--- src/rtl/lcabl_pkg.sv ---
// shared types, constants and helpers for the binary-lifting lca engine
package lcabl_pkg;

   localparam int NODE_W   = 10;
   localparam int DEPTH_W  = 11;
   localparam int WEIGHT_W = 32;
   // level field in the command word, wide enough for the largest level count
   localparam int LVL_W    = 4;

   localparam int LCABL_MAX_NODES  = 1024;
   localparam int LCABL_LOG_LEVELS = 10;

   localparam logic signed [WEIGHT_W-1:0] INF = 32'sh7FFF_FFFF;

   typedef struct packed {
      logic                       mode;
      logic [NODE_W-1:0]          node_a;
      logic [NODE_W-1:0]          node_b;
      logic signed [WEIGHT_W-1:0] weight;
   } req_type;

   typedef struct packed {
      logic [NODE_W-1:0]          ancestor;
      logic signed [WEIGHT_W-1:0] path_min;
   } rsp_type;

   typedef enum logic [3:0] {
      OP_NOP,
      OP_CAPTURE,
      OP_LD_RD,
      OP_LD_UPD,
      OP_LD_LAST,
      OP_Q_BAD,
      OP_Q_DEP,
      OP_Q_SWAP,
      OP_Q_LA,
      OP_Q_LD,
      OP_Q_LC,
      OP_Q_SAME,
      OP_Q_PA,
      OP_Q_PC,
      OP_Q_FC
   } dp_op_type;

   typedef struct packed {
      dp_op_type        op;
      logic [LVL_W-1:0] lvl;
   } cmd_type;

   typedef struct packed {
      logic is_query;
      logic load_ok;
      logic query_ok;
      logic a_eq_b;
   } stat_type;

   function automatic logic signed [WEIGHT_W-1:0] min_w(
      input logic signed [WEIGHT_W-1:0] x,
      input logic signed [WEIGHT_W-1:0] y
   );
      return (x < y) ? x : y;
   endfunction

endpackage

--- src/rtl/lcabl_ctrl.sv ---
// sequencer for load and query walks of the lifting tables
module lcabl_ctrl import lcabl_pkg::*; #(
   parameter int LOG_LEVELS = LCABL_LOG_LEVELS
) (
   input  logic     clock,
   input  logic     reset,
   input  logic     start,
   output logic     busy,
   input  stat_type stat,
   output cmd_type  cmd,
   output logic     rsp_strobe
);

   localparam int LW = $clog2(LOG_LEVELS);

   typedef enum logic [3:0] {
      ST_IDLE,
      ST_DISPATCH,
      ST_L_READ,
      ST_L_UPD,
      ST_L_LAST,
      ST_Q_SWAP,
      ST_Q_LA,
      ST_Q_LD,
      ST_Q_LC,
      ST_Q_EQ,
      ST_Q_PA,
      ST_Q_PC,
      ST_Q_FA,
      ST_Q_FC
   } state_type;

   state_type      state_ff, state_in;
   logic [LW-1:0]  lvl_ff, lvl_in;
   logic           busy_ff, busy_in;
   logic           rsp_strobe_ff, rsp_strobe_in;
   dp_op_type      op;

   always_comb begin
      state_in      = state_ff;
      lvl_in        = lvl_ff;
      rsp_strobe_in = 1'b0;
      op            = OP_NOP;
      unique case (state_ff)
         ST_IDLE: begin
            if (start && !busy_ff) begin
               op       = OP_CAPTURE;
               lvl_in   = '0;
               state_in = ST_DISPATCH;
            end
         end
         ST_DISPATCH: begin
            if (!stat.is_query) begin
               if (stat.load_ok) begin
                  op       = OP_LD_RD;
                  state_in = ST_L_UPD;
               end else begin
                  state_in = ST_IDLE;
               end
            end else if (stat.query_ok) begin
               op       = OP_Q_DEP;
               state_in = ST_Q_SWAP;
            end else begin
               op            = OP_Q_BAD;
               rsp_strobe_in = 1'b1;
               state_in      = ST_IDLE;
            end
         end
         ST_L_READ: begin
            op       = OP_LD_RD;
            state_in = ST_L_UPD;
         end
         ST_L_UPD: begin
            op     = OP_LD_UPD;
            lvl_in = lvl_ff + LW'(1);
            if (lvl_ff == LW'(LOG_LEVELS - 2)) begin
               state_in = ST_L_LAST;
            end else begin
               state_in = ST_L_READ;
            end
         end
         ST_L_LAST: begin
            op       = OP_LD_LAST;
            state_in = ST_IDLE;
         end
         ST_Q_SWAP: begin
            op       = OP_Q_SWAP;
            lvl_in   = LW'(LOG_LEVELS - 1);
            state_in = ST_Q_LA;
         end
         ST_Q_LA: begin
            op       = OP_Q_LA;
            state_in = ST_Q_LD;
         end
         ST_Q_LD: begin
            op       = OP_Q_LD;
            state_in = ST_Q_LC;
         end
         ST_Q_LC: begin
            op = OP_Q_LC;
            if (lvl_ff == '0) begin
               lvl_in   = LW'(LOG_LEVELS - 1);
               state_in = ST_Q_EQ;
            end else begin
               lvl_in   = lvl_ff - LW'(1);
               state_in = ST_Q_LA;
            end
         end
         ST_Q_EQ: begin
            if (stat.a_eq_b) begin
               op            = OP_Q_SAME;
               rsp_strobe_in = 1'b1;
               state_in      = ST_IDLE;
            end else begin
               op       = OP_Q_PA;
               state_in = ST_Q_PC;
            end
         end
         ST_Q_PA: begin
            op       = OP_Q_PA;
            state_in = ST_Q_PC;
         end
         ST_Q_PC: begin
            op = OP_Q_PC;
            if (lvl_ff == '0) begin
               state_in = ST_Q_FA;
            end else begin
               lvl_in   = lvl_ff - LW'(1);
               state_in = ST_Q_PA;
            end
         end
         ST_Q_FA: begin
            op       = OP_Q_PA;
            state_in = ST_Q_FC;
         end
         ST_Q_FC: begin
            op            = OP_Q_FC;
            rsp_strobe_in = 1'b1;
            state_in      = ST_IDLE;
         end
         default: begin
            state_in = ST_IDLE;
         end
      endcase
      busy_in = (state_in != ST_IDLE);
   end

   always_ff @(posedge clock) begin
      if (reset) begin
         state_ff      <= ST_IDLE;
         lvl_ff        <= '0;
         busy_ff       <= 1'b0;
         rsp_strobe_ff <= 1'b0;
      end else begin
         state_ff      <= state_in;
         lvl_ff        <= lvl_in;
         busy_ff       <= busy_in;
         rsp_strobe_ff <= rsp_strobe_in;
      end
   end

   assign cmd.op     = op;
   assign cmd.lvl    = LVL_W'(lvl_ff);
   assign busy       = busy_ff;
   assign rsp_strobe = rsp_strobe_ff;

`ifndef SYNTHESIS
   a_strobe_in_idle: assert property (@(posedge clock) disable iff (reset)
      rsp_strobe_ff |-> state_ff == ST_IDLE)
      else $error("result strobe outside idle");
   a_strobe_query: assert property (@(posedge clock) disable iff (reset)
      rsp_strobe_ff |-> stat.is_query)
      else $error("result strobe for a load word");
   a_dispatch_after_accept: assert property (@(posedge clock) disable iff (reset)
      state_ff == ST_DISPATCH |-> $past(start) && $past(state_ff) == ST_IDLE)
      else $error("dispatch without an accepted word");
   a_load_only_valid: assert property (@(posedge clock) disable iff (reset)
      state_ff == ST_L_UPD |-> stat.load_ok && !stat.is_query)
      else $error("table write for a rejected load");
   a_busy_tracks_state: assert property (@(posedge clock) disable iff (reset)
      busy_ff == (state_ff != ST_IDLE))
      else $error("busy out of step with state");
`endif

endmodule

--- config.mk ---
export PLATFORM = sky130hd
export DESIGN_NAME = lcabl_ctrl
export DESIGN_NICKNAME = d
export VERILOG_FILES = /design/src/rtl/lcabl_pkg.sv /design/src/rtl/lcabl_ctrl.sv
export SDC_FILE = /design/constraint.sdc
export NUM_CORES = 1
export LEC_CHECK = 0
export BUFFER_PORTS_ARGS = -buffer_cell sky130_fd_sc_hd__buf_2
export CAP_MARGIN = 20
export CORE_UTILIZATION = 55
export DETAILED_ROUTE_END_ITERATION = 7
export HOLD_SLACK_MARGIN = 0.08
export PLACE_DENSITY = 0.78
export SLEW_MARGIN = 10
export SYNTH_ARGS = -nofsm -noshare
export SYNTH_HDL_FRONTEND = slang
export SYNTH_SLANG_ARGS = --single-unit
--- constraint.sdc ---
create_clock -name clock -period 4 [get_ports clock]
set_input_delay 0.6 -clock clock [delete_from_list [all_inputs] [get_ports clock]]
set_output_delay 0.6 -clock clock [all_outputs]
set_load 0.005 [all_outputs]
; Word level (Yosys, flattened, before mapping)
; Cells that the tools add are included.
[word_totals]
regBits = 10
in_bits = 7
wordCells = 53
[op_classes]
add_sub_neg = 2
eq_ne = 16
n_mux = 23
reduce_logical = 8
[ops]
columns = operator, n
row1 = $pmux 4 s13, 1
row2 = $pmux 4 s12, 1
row3 = $mux 4, 8
row4 = $eq 4x4->1 const B, 7
row5 = $pmux 4 s5, 1
row6 = $eq 4x3->1 const B, 4
row7 = $mux 3, 4
row8 = $eq 4x2->1 const B, 2
row9 = $logic_not 4->1, 2
row10 = $mux 2, 3
row11 = $reduce_bool 5->1, 1
row12 = $add 4x1->4 const B, 1
row13 = $eq 4x1->1 const B, 1
row14 = $mux 1, 4
row15 = $ne 2x2->1 const B, 2
row16 = $reduce_bool 4->1, 1
row17 = $sub 4x1->4 const B, 1
row18 = $pmux 1 s3, 1
row19 = $reduce_and 3->1, 1
row20 = $reduce_or 2->1, 1
row21 = $logic_and 1x1->1, 1
row22 = $logic_not 1->1, 1

; Logic depth before layout (Yosys ltp)
[depth]
word_depth = 5
ltp_mapped = 8
mapped_depth_nobuf = 7

; Worst setup path after synthesis
; No wires, ideal clock.
[synth_timing]
path_type = reg2reg
startpoint = register lvl_ff[0]
endpoint = register lvl_ff[2]
setup_ns = 0.070
arrival_ns = 1.905
required_ns = 3.930
slack_ns = 2.025
path_stages_with_launch = 9
path_buffers = 1
path_cell_list = dfxtp_1 > buf_2 > inv_1 > ha_1 > nor3b_4 > a211o_1 > and3_4 > or3_1 > a21oi_1
[synth_between]
elab_chain_cells = 3
word_cells_on_any_way = 8
classes_between = add/sub (2) / eq/ne (1) / mux (3) / reduce/logical (2)
[synth_rtl]
columns = element, line_no
row1 = "start, declared", lcabl_ctrl.sv:34  ; logic [LW-1:0] lvl_ff, lvl_in;
row2 = "start signal, assigned", lcabl_ctrl.sv:156  ; lvl_ff <= lvl_in;
row3 = $sub 4x1->4 / $logic_not 4->1 (equally long branches), -
row4 = "$mux 4, or another cell as far along", lcabl_ctrl.sv:125  ; if (lvl_ff == '0) begin
row5 = $pmux 4 s5 / $reduce_and 3->1 (equally long branches), -
; Several ways; a longest one is shown, not always the timed one. The select of a mux whose other input is x is not followed.
; A chain may end at the register's enable or synchronous reset.

==> results by group <==
Synthesis
  – Synth cell types: 55
  – Primary FF master, synth: dfxtp_1
  – Fraction of registers with async set or reset after synthesis: 0
  – Avg Inst Size Synth: 7.422 um^2
  – Post-Synth XOR/XNOR Area: 0.02408
  – Register area share after synthesis: 0.1835
  – Post-Synthesis Cells: 147
  – Yosys top cell by area: dfxtp_1
  – Synthesized flop and latch total: 10
  – Simple logic cell fraction of the synthesized area: 0.3085
  – Yosys warnings: 0
  – Synthesized cell area: 1091 um^2
  – Largest cells by area after synthesis: dfxtp_1 18%, a21oi_1 6.0%, nand2_1 3.8%
  – Yosys top cell area share: 0.1835
  – Main combinational cell family by area after synthesis: compound AO/OA/AOI/OAI gates
  – Post-synth EDFFs: 0
  – Adder-cell share of the synthesized area: 0.02294
  – Synth Area in Compound Gates: 0.3417
  – Post-synthesis mux area share: 0.02867
  – Syn Nets: 156

Drt
  – 1st-iter DRT viols: 44
  – DR vias/cell: 6.517
  – Drt drc: 0
  – Detailed Route WL: 2765 um
  – Routed Antenna Nets: 0
  – Mean routed wirelength per cell: 15.36 um
  – DR vias: 1,173
  – Pre-Repair DR Iteration Count: 4

Global route
  – GRT Total Usage: 0.2863
  – Largest net degree at the start of global routing: 33
  – First-pass GRT wire length: 4485 um
  – Via count of the first global-routing pass: 981
  – Initial antenna violation count: 0
  – Grt ovf: 0

Placed design
  – GP Congestion: 0.9133
  – Placed Instances: 175
  – Dpl hpwl: 1902 um
  – I/O Buffers: 16
  – Cell Area, Placed: 1126 um^2

Min path
  – Worst min-delay path category: input port to flop

Timing
  – Rel. slew slack: 0.5156
  – Crit share post-route: 0.6627
  – Final Hold Fails: 0
  – Unrepaired setup endpoints after global routing: false
  – Final Slew Violations: 0
  – Final period demand of the worst path: 2.651 ns
  – Worst Max-Slew Pin Slew: 0.7256 ns
  – Worst Skew: 0.008511 ns
  – Setup TNS: 0 ns
  – WHS: 0.5887 ns
  – Fmax: 0.3773 GHz
  – Final setup fails: 0

Power and ir drop
  – P_leak: 0.4690 nW
  – Pwr dens: 243.5 nW/um^2
  – VDD IR max: 0.0002136 V

Cells and area
  – Layout cells sized above 1: 0.2000
  – Final core utilization: 0.6535
  – Fin nets: 165
  – Inserted Diodes: 0
  – Area growth syn-to-layout: 7.913%
  – Commonest cells after routing, fill and taps aside: 16 x buf_2, 13 x a21oi_1, 11 x nand2_1
  – Non-filler cells, final: 180
  – Cell area after layout: 1177 um^2
  – Fill cell count: 179
  – Commonest non-fill, non-tap cell in the layout: buf_2

Clocking
  – Clock sink count: 10
  – CTS tree: built
  – Post-CTS Setup Bufs: 0
  – Clock Tree Buf Depth: 2
  – Clock Latency Late Sink: 0.28 ns
  – Clock Tree Root: clkbuf_4
  – Post-CTS Hold Fix Bufs: 0
  – PostCTS Resize Cnt: 0
  – CTS H-tree depth: 1
  – Worst-path clk slew: 0.08 ns
  – CTS Buf Count: 3

Job
  – Max_cap viols: 0

Critical path
  – CP Cell Sequence: buf_8, nor2b_1, nand2_1, o21ai_0, buf_2
  – Worst Setup End Kind: output pin
  – Crit start category: flop
  – CP max stage cell: dfxtp_1
  – CP peak stage delay: 0.68 ns
  – CP arrival: 2.05 ns
  – WP data required: 3.40 ns
  – Setup CP Type: flop to output pin
  – Critical path peak fanout: 19

Floorplan
  – Die Span X: 46.54 um
  – Die height: 46.54 um
  – Io pins: 17
  – Die footprint: 2166 um^2
  – Cell Rows: 15
  – Starting Density: 0.6056
  – Core area: 1802 um^2

Outcome
  – Status: completed
## registers in the layout, indices dropped and copies added (netlist names)
register / cells
rsp_strobe: 1
busy: 1
state_ff: 4
lvl_ff: 4
## metal layers
layer	vias up	global-route usage	wire length, um
met2	60	0.4306	1252
met4	0	0.09412	44
met1	544	0.3958	1250
met3	7	0.06667	219
met5	-	0	0
li1	562	-	-
## worst max-delay path, delay by kind of cell, from the launching register on
kind	cells	cell delay, ns
DFF	1	0.68
and+or+nand+nor	2	0.62
buffers and inverters	2	0.37
AOI/OAI and AO/OA	1	0.09
## area by class of cell
class	count	area, um^2	share of cell area
Sequential cell	10	200.2	0.1700
Tap cell	25	31.28	0.02657
Multi-Input combinational cell	118	792.0	0.6727
Timing Repair Buffer	17	95.09	0.08077
Inverter	6	22.52	0.01913
Clock buffer	4	36.28	0.03082
## synth_stat cells (2+ instances only)
cell	count
a211oi_1	4
a21o_1	5
a21oi_1	13
a31oi_1	2
a32oi_1	2
buf_1	2
buf_2	7
buf_4	3
dfxtp_1	10
ha_1	2
inv_1	6
mux2i_1	2
nand2_1	11
nand2b_1	5
nand3_1	3
nand3b_1	3
nor2_1	10
nor2b_1	6
nor3_1	3
nor3b_1	2
o21ai_0	7
o21ai_1	2
o31ai_1	3
o41ai_1	2
xnor2_1	2
## metrics by stage
stage	setup WS (ns)	power [mW]
finish	1.349	0.2867
global route	1.187	0.3005
CTS	1.185	0.2854
detailed placement	1.491	0.1856
global placement	1.573	0.1833
floorplan	2.025	0.1657
## worst paths after layout
kind,depth (start not counted),to,slack [ns],start
worst max register to register,6,lvl_ff[2]$_SDFFE_PP0P_,1.63,state_ff[3]$_SDFF_PP0_
worst max-delay path,5,cmd[6],1.35,state_ff[3]$_SDFF_PP0_
worst min register to register,2,lvl_ff[1]$_SDFFE_PP0P_,0.62,lvl_ff[1]$_SDFFE_PP0P_
worst min-delay path,2,lvl_ff[1]$_SDFFE_PP0P_,0.59,reset
## kinds of logic (layout without fill, tap and decap cells)
logic type | count (synthesis) | in the layout
flip-flops | 10 | 10
AO/OA/AOI/OAI | 54 | 54
AND/OR/NAND/NOR | 56 | 56
adder cells (fa/ha/maj) | 2 | 2
multiplexers | 3 | 3
XOR/XNOR | 3 | 3
buffers and inverters | 19 | 27
## power by group
group	switching (mW)	internal, mW
clock	0.0469	0.0554
combinational	0.0350	0.0312
sequential	0.0142	0.104
total	0.0961	0.191
(Power assumes the default switching activity.)
